[src/rtl/isometric_box_overlap_order_unit_assert.svh]
// Assertion macros used by the order unit design file.
`ifndef ISOMETRIC_BOX_OVERLAP_ORDER_UNIT_ASSERT_SVH
`define ISOMETRIC_BOX_OVERLAP_ORDER_UNIT_ASSERT_SVH

// Implication checked at every rising clock edge outside reset.
`define IBOO_ASSERT_IMPL(label, clk, rst, lhs, rhs) \
   label: assert property (@(posedge clk) disable iff (rst) (lhs) |-> (rhs)) \
      else $error("assertion failed");

// Next-cycle implication checked outside reset.
`define IBOO_ASSERT_NEXT(label, clk, rst, lhs, rhs) \
   label: assert property (@(posedge clk) disable iff (rst) (lhs) |=> (rhs)) \
      else $error("assertion failed");

`endif

[src/rtl/iboo_pkg.sv]
package iboo_pkg;

   // Internal flag bit positions of a prepared box.
   localparam int FL_TRANS_BIT = 0;
   localparam int FL_ANIM_BIT  = 1;
   localparam int FL_SOLID_BIT = 2;
   localparam int FL_DRAW_BIT  = 3;
   localparam int FL_FLAT_BIT  = 4;

   localparam logic ACT_CLEAR = 1'b0;
   localparam logic ACT_ADD   = 1'b1;

   localparam int ID_BITS    = 16;
   localparam int FLAG_BITS  = 4;
   localparam int IDX_BITS   = 6;
   localparam int COORD_BITS = 16;

   // Comparison outcome of one cell for the box it holds.
   typedef struct packed {
      logic paired;
      logic overlaps;
      logic stored_behind;
   } cmp_result_type;

endpackage

[src/rtl/iboo_cell.sv]
// One store slot. It holds one box, and when an add passes by it compares
// the broadcast new box with its own box.
module iboo_cell #(
   parameter int COORD_BITS = 16
) (
   input  logic                      clock,
   input  logic                      write_en,
   input  logic [COORD_BITS-1:0]     w_xr, w_yn, w_zb, w_xl, w_yf, w_zt,
   input  logic [iboo_pkg::ID_BITS-1:0]   w_id,
   input  logic [iboo_pkg::FLAG_BITS-1:0] w_flags,
   input  logic [COORD_BITS-1:0]     n_xr, n_yn, n_zb, n_xl, n_yf, n_zt,
   input  logic [iboo_pkg::ID_BITS-1:0]   n_id,
   input  logic [iboo_pkg::FLAG_BITS-1:0] n_flags,
   output iboo_pkg::cmp_result_type  result
);
   localparam int W = COORD_BITS + 4;

   logic [COORD_BITS-1:0] xr_ff, yn_ff, zb_ff, xl_ff, yf_ff, zt_ff;
   logic [iboo_pkg::ID_BITS-1:0]   id_ff;
   logic [iboo_pkg::FLAG_BITS-1:0] fl_ff;

   always_ff @(posedge clock) begin
      if (write_en) begin
         xr_ff <= w_xr; yn_ff <= w_yn; zb_ff <= w_zb;
         xl_ff <= w_xl; yf_ff <= w_yf; zt_ff <= w_zt;
         id_ff <= w_id; fl_ff <= w_flags;
      end
   end

   typedef logic signed [W-1:0] sw_type;

   function automatic sw_type q4(input logic [COORD_BITS-1:0] v);
      return sw_type'({4'b0, v} >> 2);
   endfunction
   function automatic sw_type q8(input logic [COORD_BITS-1:0] v);
      return sw_type'({4'b0, v} >> 3);
   endfunction
   function automatic sw_type ext(input logic [COORD_BITS-1:0] v);
      return sw_type'({4'b0, v});
   endfunction
   function automatic logic [COORD_BITS-1:0] mid(input logic [COORD_BITS-1:0] a,
                                                  input logic [COORD_BITS-1:0] b);
      logic [COORD_BITS:0] s;
      s = {1'b0, a} + {1'b0, b};
      return s[COORD_BITS:1];
   endfunction

   // a = stored box, b = new box
   sw_type a_sxl, a_sxr, a_sxt, a_syt, a_sxb, a_syb;
   sw_type b_sxl, b_sxr, b_sxt, b_syt, b_sxb, b_syb;
   sw_type t0, t1, u0, u1;
   logic   meet;
   logic   beh;
   logic [4:0] fa, fb;
   logic [COORD_BITS:0] sa1, sb1, sa2, sb2;

   always_comb begin
      a_sxl = q4(xl_ff) - q4(yn_ff);  a_sxr = q4(xr_ff) - q4(yf_ff);
      a_sxt = q4(xl_ff) - q4(yf_ff);  a_syt = q8(xl_ff) + q8(yf_ff) - ext(zt_ff);
      a_sxb = q4(xr_ff) - q4(yn_ff);  a_syb = q8(xr_ff) + q8(yn_ff) - ext(zb_ff);
      b_sxl = q4(n_xl) - q4(n_yn);    b_sxr = q4(n_xr) - q4(n_yf);
      b_sxt = q4(n_xl) - q4(n_yf);    b_syt = q8(n_xl) + q8(n_yf) - ext(n_zt);
      b_sxb = q4(n_xr) - q4(n_yn);    b_syb = q8(n_xr) + q8(n_yn) - ext(n_zb);
      t0 = a_sxt - b_sxb;  t1 = a_syt - b_syb;
      u0 = a_sxb - b_sxt;  u1 = a_syb - b_syt;
      meet = !(a_sxr <= b_sxl) && !(a_sxl >= b_sxr)
          && !(t0 + (t1 <<< 1) >= 0) && !(-t0 + (t1 <<< 1) >= 0)
          && !(u0 - (u1 <<< 1) >= 0) && !(-u0 - (u1 <<< 1) >= 0);

      fa = {zt_ff == zb_ff, fl_ff[3], fl_ff[2:0]};
      fb = {n_zt == n_zb, n_flags[3], n_flags[2:0]};
      sa1 = {1'b0, xr_ff} + {1'b0, yn_ff};  sb1 = {1'b0, n_xr} + {1'b0, n_yn};
      sa2 = {1'b0, xl_ff} + {1'b0, yf_ff};  sb2 = {1'b0, n_xl} + {1'b0, n_yf};

      if (fa[iboo_pkg::FL_FLAT_BIT] && fb[iboo_pkg::FL_FLAT_BIT]
          && (zt_ff != n_zt))                                  beh = zt_ff < n_zt;
      else if (fa[iboo_pkg::FL_FLAT_BIT] && fb[iboo_pkg::FL_FLAT_BIT]
          && fa[iboo_pkg::FL_ANIM_BIT] != fb[iboo_pkg::FL_ANIM_BIT])
         beh = fb[iboo_pkg::FL_ANIM_BIT];
      else if (fa[iboo_pkg::FL_FLAT_BIT] && fb[iboo_pkg::FL_FLAT_BIT]
          && fa[iboo_pkg::FL_TRANS_BIT] != fb[iboo_pkg::FL_TRANS_BIT])
         beh = fb[iboo_pkg::FL_TRANS_BIT];
      else if (fa[iboo_pkg::FL_FLAT_BIT] && fb[iboo_pkg::FL_FLAT_BIT]
          && fa[iboo_pkg::FL_DRAW_BIT] != fb[iboo_pkg::FL_DRAW_BIT])
         beh = fa[iboo_pkg::FL_DRAW_BIT];
      else if (fa[iboo_pkg::FL_FLAT_BIT] && fb[iboo_pkg::FL_FLAT_BIT]
          && fa[iboo_pkg::FL_SOLID_BIT] != fb[iboo_pkg::FL_SOLID_BIT])
         beh = fa[iboo_pkg::FL_SOLID_BIT];
      else if (!(fa[iboo_pkg::FL_FLAT_BIT] && fb[iboo_pkg::FL_FLAT_BIT])
          && zt_ff <= n_zb)                                    beh = 1'b1;
      else if (!(fa[iboo_pkg::FL_FLAT_BIT] && fb[iboo_pkg::FL_FLAT_BIT])
          && zb_ff >= n_zt)                                    beh = 1'b0;
      else if (xr_ff <= n_xl)                                  beh = 1'b1;
      else if (xl_ff >= n_xr)                                  beh = 1'b0;
      else if (yn_ff <= n_yf)                                  beh = 1'b1;
      else if (yf_ff >= n_yn)                                  beh = 1'b0;
      else if (zb_ff < n_zb)                                   beh = 1'b1;
      else if (zb_ff > n_zb)                                   beh = 1'b0;
      else if (mid(zt_ff, zb_ff) <= n_zb)                      beh = 1'b1;
      else if (zb_ff >= mid(n_zt, n_zb))                       beh = 1'b0;
      else if (mid(xr_ff, xl_ff) <= n_xl)                      beh = 1'b1;
      else if (xl_ff >= mid(n_xr, n_xl))                       beh = 1'b0;
      else if (mid(yn_ff, yf_ff) <= n_yf)                      beh = 1'b1;
      else if (yf_ff >= mid(n_yn, n_yf))                       beh = 1'b0;
      else if (sa1 != sb1)                                     beh = sa1 < sb1;
      else if (sa2 != sb2)                                     beh = sa2 < sb2;
      else if (xr_ff != n_xr)                                  beh = xr_ff < n_xr;
      else if (yn_ff != n_yn)                                  beh = yn_ff < n_yn;
      else                                                     beh = id_ff < n_id;

      result.paired        = 1'b1;
      result.overlaps      = meet;
      result.stored_behind = meet && beh;
   end
endmodule

[config.mk]
export PLATFORM = sky130hd
export DESIGN_NAME = iboo_cell
export DESIGN_NICKNAME = d
export VERILOG_FILES = /design/src/rtl/isometric_box_overlap_order_unit_assert.svh /design/src/rtl/iboo_pkg.sv /design/src/rtl/iboo_cell.sv
export SDC_FILE = /design/constraint.sdc
export NUM_CORES = 1
export LEC_CHECK = 0
export BUFFER_PORTS_ARGS = -buffer_cell sky130_fd_sc_hd__buf_4
export CAP_MARGIN = 40
export CORE_MARGIN = 2
export CORE_UTILIZATION = 55
export DETAILED_ROUTE_END_ITERATION = 8
export GPL_ROUTABILITY_DRIVEN = 0
export PLACE_DENSITY = 0.76
export SLEW_MARGIN = 40
export SYNTH_ARGS = -nofsm -noshare
export SYNTH_HDL_FRONTEND = slang
export SYNTH_SLANG_ARGS = --single-unit
[constraint.sdc]
create_clock -name clock -period 23.5 [get_ports clock]
set_input_delay 7.05 -clock clock [delete_from_list [all_inputs] [get_ports clock]]
set_output_delay 7.05 -clock clock [all_outputs]
set_load 0.01 [all_outputs]
==> run metrics, run 1 <==
proportion of register bits with asynchronous set or reset after synthesis 0%; global-route wire length before repair 154000 um; area fraction in compound gates after synthesis 18.8%; CTS Root Cell sky130_fd_sc_hd__clkbuf_16; type of element launching the critical path input port; final period utilization 89.9%; cell area after synthesis 30200 sq um; Post-Synthesis Mean Instance Area 8.33 sq um; multiplexer share of the synthesized area 0.0373%; most used flip-flop cell after synthesis sky130_fd_sc_hd__edfxtp_1; adder-cell share of the synthesized area 39.0%; number of instances in the synthesized netlist 3624; slew at the pin closest to its max-slew limit 0.902 ns; Required @ worst endpoint 16.45 ns; remaining antenna violation count 0; number of max-slew violations in the final report 0; arrival time of data at the critical path endpoint 14.08 ns; result of the run completed; crit path max-delay cell type sky130_fd_sc_hd__a31oi_1; worst path setup slack after routing 2.37 ns; largest family of logic cells by synthesized area adder cells; final wirelength 105000 um; Hold Buf Count CTS 0; TritonCTS clock tree built; critical path class in -> out; final setup fails 0; TritonCTS buffer count 17; static leakage 16.6 nW; area of the core region 54000 sq um; share of the synthesized netlist area taken by xor and xnor gates 9.60%; largest net degree at the start of global routing 68; Setup crit end kind primary output; number of global-route vias before repair 27300; worst relative slew slack 39.7%; proportion of layout cells with a drive suffix above 1 7.88%; half-perimeter wire length after placement 90000 um; pwr/cell area 92.2 nW/um^2; Critical Path End result[0]; Routed WL per cell 22.9 um; sequential cell area fraction in the yosys report 11.5%; simple-gate area share of the yosys netlist 15.1%; count of nets after finishing 4983; maximum fanout count along the critical path 5; die height 238 um; final hold violation count 0; crit path from n_xl[4]; 1st-pass router iterations 6; starting utilization of the core area 55.9%; Die Wd 238 um; clock input transition at the sequential cells of the worst setup and hold paths 0.07 ns; Synthesized Nets 4751; final standard cell count with taps included and fillers excluded 4566; global-route usage over all layers 36.2%; area added between synthesis and finish 10.3%; RSZ-0062 raised after global routing no; crit-path max cell delay 0.58 ns; minimum hold slack 6.77 ns; EDFF count, synth 116; die footprint 56800 sq um; total placed cells including tap cells 4533; Port Buffers 235; number of remaining DRC errors 0; number of H-tree branching levels 4; I/O pin count 237; path class of the lowest-slack min-delay path in -> reg; hold path depth 1; most prevalent standard cell on the critical path sky130_fd_sc_hd__a21oi_1; violation count after the first detailed-route iteration 2875; clock buffer depth 2; number of maximum-capacitance violations 0; initial antenna violation count 1; final critical-path required period 21.13 ns; Placement Setup Slack 2.44 ns; Synth Register Bits 116; CTS sink count 116; Remaining Overflow, GRT 0; vias 28600; Yosys cell types 76; Yosys Warn Count 0; Max IR drop VDD 0.0000782 V; highest clock rate 47.3 MHz; vias per cell 6.26; number of buffers inserted by post-CTS setup repair 0; summed negative setup slack over all endpoints 0 ns; number of gates given a new drive strength after cts 0; Rows 85; overall power of the completed layout 0.00307 W
[cell usage after synthesis, types with 77 or more instances]
cell / count / area, sq um
sky130_fd_sc_hd__nor3_1: 99 / 495
sky130_fd_sc_hd__edfxtp_1: 116 / 3480
sky130_fd_sc_hd__xor2_1: 107 / 937
sky130_fd_sc_hd__a21oi_1: 328 / 1640
sky130_fd_sc_hd__o21ai_0: 78 / 390
sky130_fd_sc_hd__inv_1: 441 / 1660
sky130_fd_sc_hd__fa_1: 77 / 1540
sky130_fd_sc_hd__ha_1: 816 / 10200
sky130_fd_sc_hd__a21o_1: 102 / 766
sky130_fd_sc_hd__nor2b_1: 81 / 507
sky130_fd_sc_hd__xnor2_1: 224 / 1960
sky130_fd_sc_hd__nand2_1: 154 / 578
sky130_fd_sc_hd__nor2_1: 239 / 897
[critical path: cells and delay by family]
family,cells,cell delay (ns)
xor+xnor,2,0.30
compound gates,17,3.59
simple gates,3,0.72
fa+ha+maj,5,1.92
buf+inv,5,0.49
[how the worst min path moves through the flow]
stage                           from                 end  slack, ns
after CTS                    w_zb[0]  zb_ff[0]$_DFFE_PP_       6.76
after global placement       w_zt[3]  zt_ff[3]$_DFFE_PP_       7.23
after floorplan           w_flags[0]  fl_ff[0]$_DFFE_PP_       7.15
after detailed placement     w_xr[8]  xr_ff[8]$_DFFE_PP_       7.23
final                        w_zb[0]  zb_ff[0]$_DFFE_PP_       6.77
after global routing         w_zb[0]  zb_ff[0]$_DFFE_PP_       6.76
[cell families after synthesis]
kind of cell,after synthesis
compound gates,894
mux,1
xor+xnor,331
other cells,1
fa+ha+maj,895
buf+inv,475
flops,116
simple gates,911
[flip-flops by register name (all words and copies together), names as in the netlist]
| signal | cells |
|---|---|
| fl_ff | 4 |
| id_ff | 16 |
| xl_ff | 16 |
| xr_ff | 16 |
| yf_ff | 16 |
| yn_ff | 16 |
| zb_ff | 16 |
| zt_ff | 16 |
[power breakdown]
part / internal, W / switching (W)
Clock: 0.000145 / 0.000109
Combinational: 0.00106 / 0.00145
Sequential: 0.000248 / 0.0000512
Total: 0.00146 / 0.00161
[metrics by stage]
step | util [%] | cell area, sq um
floorplan | - | 30200
global placement | 60.6 | 32700
detailed placement | 60.6 | 32700
CTS | 61.6 | 33300
global route | 61.7 | 33300
finish | 61.7 | 33300
[area by class of cell]
| cell class | instances | area, sq um |
|---|---|---|
| multi-input combinational | 3033 | 24900 |
| fill | 4766 | 20700 |
| sequential | 116 | 3480 |
| timing repair buffer | 239 | 1800 |
| inverter | 449 | 1690 |
| tap | 696 | 871 |
| clock buffer | 17 | 425 |
| clock inverter | 15 | 133 |
| antenna | 1 | 2.50 |
[layer usage]
layer	up-vias	part of all wire (%)	global-route usage, %
met1	13100	39	46.4
li1	13500	-	-
met5	-	0	0
met3	380	13	8.36
met2	1636	41	54.1
met4	0	7.7	24.0
[layout by cell type (no fill, tap or decap), types with 26 or more instances in the layout]
cell	synthesis	layout
sky130_fd_sc_hd__nand2b_1	59	59
sky130_fd_sc_hd__nand2_1	154	154
sky130_fd_sc_hd__a31oi_1	26	26
sky130_fd_sc_hd__o21ai_1	76	76
sky130_fd_sc_hd__xnor2_1	224	224
sky130_fd_sc_hd__a21o_1	102	102
sky130_fd_sc_hd__o21ai_0	78	78
sky130_fd_sc_hd__xor2_1	107	107
sky130_fd_sc_hd__fa_1	77	77
sky130_fd_sc_hd__a21oi_1	328	328
sky130_fd_sc_hd__nand4_1	60	60
sky130_fd_sc_hd__nand3_1	76	76
sky130_fd_sc_hd__edfxtp_1	116	116
sky130_fd_sc_hd__or3_1	39	39
sky130_fd_sc_hd__o21a_1	49	49
sky130_fd_sc_hd__nor3_1	99	99
sky130_fd_sc_hd__nor2_1	239	239
sky130_fd_sc_hd__o21bai_1	40	40
sky130_fd_sc_hd__nor2b_1	81	81
sky130_fd_sc_hd__ha_1	816	816
sky130_fd_sc_hd__inv_1	441	441
sky130_fd_sc_hd__buf_4	2	238
No activity file was read; power rests on OpenSTA's default activity.
==> inputs of run 2 (changes only) <==
--- a/config.mk
+++ b/config.mk
@@ -8,10 +8,10 @@
 export BUFFER_PORTS_ARGS = -buffer_cell sky130_fd_sc_hd__buf_4
 export CAP_MARGIN = 40
 export CORE_MARGIN = 2
-export CORE_UTILIZATION = 55
+export CORE_UTILIZATION = 62
 export DETAILED_ROUTE_END_ITERATION = 8
 export GPL_ROUTABILITY_DRIVEN = 0
-export PLACE_DENSITY = 0.76
+export PLACE_DENSITY = 0.9
 export SLEW_MARGIN = 40
 export SYNTH_ARGS = -nofsm -noshare
 export SYNTH_HDL_FRONTEND = slang
==> run 2 against run 1 <==
  * The flow now finishes with violations (design-rule violations)
  * Via count up 5.1%
  * Utilization rose by 7.7 points
  * Global-route usage is 5.2 points higher
  * Non-clock buffer count down 2
  * Critical path type unchanged
  * First-iteration DRC count rose by 27%
  * Die area is 11% lower
  * Clock power rose by 11%
==> run metrics, run 2 (synthesized netlist as in run 1, its figures left out) <==
worst relative slew slack 39.2%; die height 225 um; number of maximum-capacitance violations 0; area added between synthesis and finish 10.2%; Die Wd 225 um; slew at the pin closest to its max-slew limit 0.898 ns; commonest non-fill, non-tap cell in the layout sky130_fd_sc_hd__ha_1; Required @ worst endpoint 16.45 ns; total area of multi-input combinational cells 24900 sq um; CTS sink count 116; sequential standard cell area 3480 sq um; Port Buffers 235; final period utilization 90.3%; fraction of met1 tracks used by global routing 48.1%; number of max-slew violations in the final report 0; remaining antenna violation count 0; summed area of non-filler cells in the final layout 33300 sq um; summed negative setup slack over all endpoints 0 ns; area of the core region 47900 sq um; type of element launching the critical path input port; critical path class in -> out; number of buffers inserted by post-CTS setup repair 0; CTS Root Cell sky130_fd_sc_hd__clkbuf_16; final critical-path required period 21.22 ns; Critical Path End result[0]; static leakage 16.6 nW; number of remaining DRC errors 1; clock buffer depth 2; clock input transition at the sequential cells of the worst setup and hold paths 0.08 ns; TritonCTS clock tree built; number of gates given a new drive strength after cts 0; 1st-pass router iterations 9; violated checks design-rule violations; arrival time of data at the critical path endpoint 14.17 ns; TritonCTS buffer count 17; Rows 80; violation count after the first detailed-route iteration 3639; path class of the lowest-slack min-delay path in -> reg; initial antenna violation count 2; post-place instance area 32600 sq um; I/O pin count 237; minimum hold slack 6.75 ns; maximum fanout count along the critical path 5; count of nets after finishing 4981; Setup crit end kind primary output; final setup fails 0; FILL cells 3508; most prevalent standard cell on the critical path sky130_fd_sc_hd__a21oi_1; number of H-tree branching levels 4; crit path max-delay cell type sky130_fd_sc_hd__a31oi_1; crit path from n_xl[4]; largest net degree at the start of global routing 66; Hold Buf Count CTS 0; Max IR drop VDD 0.0000824 V; Routed WL per cell 23.8 um; global-route usage over all layers 41.3%; final hold violation count 0; number of global-route vias before repair 29300; die footprint 50500 sq um; M3 GR Usage 14.3%; final wirelength 107000 um; highest clock rate 47.1 MHz; RSZ-0062 raised after global routing no; starting utilization of the core area 63.0%; crit-path max cell delay 0.58 ns; pwr/cell area 94.3 nW/um^2; Most Crowded Layer GR met2; global-route wire length before repair 158000 um; result of the run finished with violations; GR Util met2 60.4%; half-perimeter wire length after placement 88200 um; vias per cell 6.70; leading cell types in the layout, fill and taps excluded 816 x sky130_fd_sc_hd__ha_1, 441 x sky130_fd_sc_hd__inv_1, 328 x sky130_fd_sc_hd__a21oi_1; Remaining Overflow, GRT 0; vias 30000; proportion of layout cells with a drive suffix above 1 7.86%
[run 2: final cells by class]
class                      instances  area share [%]
clock buffer                      18            1.29
tap                              615            2.31
clock inverter                    14           0.534
sequential                       116            10.5
multi-input combinational       3033            74.9
inverter                         449            5.07
antenna                            1         0.00752
timing repair buffer             237            5.39
[run 2: worst min-delay path by stage]
stage	start	end	slack (ns)	cells past startpoint
after global placement	w_xl[2]	xl_ff[2]$_DFFE_PP_	7.23	1
after floorplan	w_flags[0]	fl_ff[0]$_DFFE_PP_	7.15	0
after CTS	w_xl[1]	xl_ff[1]$_DFFE_PP_	6.75	1
after detailed placement	w_xl[9]	xl_ff[9]$_DFFE_PP_	7.23	1
final	w_zb[13]	zb_ff[13]$_DFFE_PP_	6.75	1
after global routing	w_id[12]	id_ff[12]$_DFFE_PP_	6.76	1
[run 2: worst max-delay path, delay by kind of cell]
family / cells / cell delay (ns)
simple gates: 3 / 0.72
buf+inv: 5 / 0.52
fa+ha+maj: 5 / 1.95
compound gates: 17 / 3.61
xor+xnor: 2 / 0.30
[run 2: through the flow]
step	utilization (%)	setup WS (ns)	power, W	std cells
3_3_place_gp	68.0	2.67	0.00267	4449
3_5_place_dp	68.0	2.51	0.00275	4449
5_1_grt	69.4	2.09	0.00340	4482
2_1_floorplan	-	4.02	0.00211	3624
4_1_cts	69.3	2.47	0.00305	4481
6_report	69.4	2.28	0.00313	4483
[run 2: power breakdown]
group	total, W	switching, W	internal (W)
sequential	0.000299	0.0000511	0.000248
combinational	0.00255	0.00149	0.00107
clock	0.000282	0.000114	0.000168
[run 2: metal layers]
| layer | share of wire, % | up-vias |
|---|---|---|
| met5 | 0.066 | - |
| met4 | 11 | 4 |
| met3 | 15 | 738 |
| met2 | 40 | 2151 |
| met1 | 34 | 13700 |
| li1 | - | 13500 |
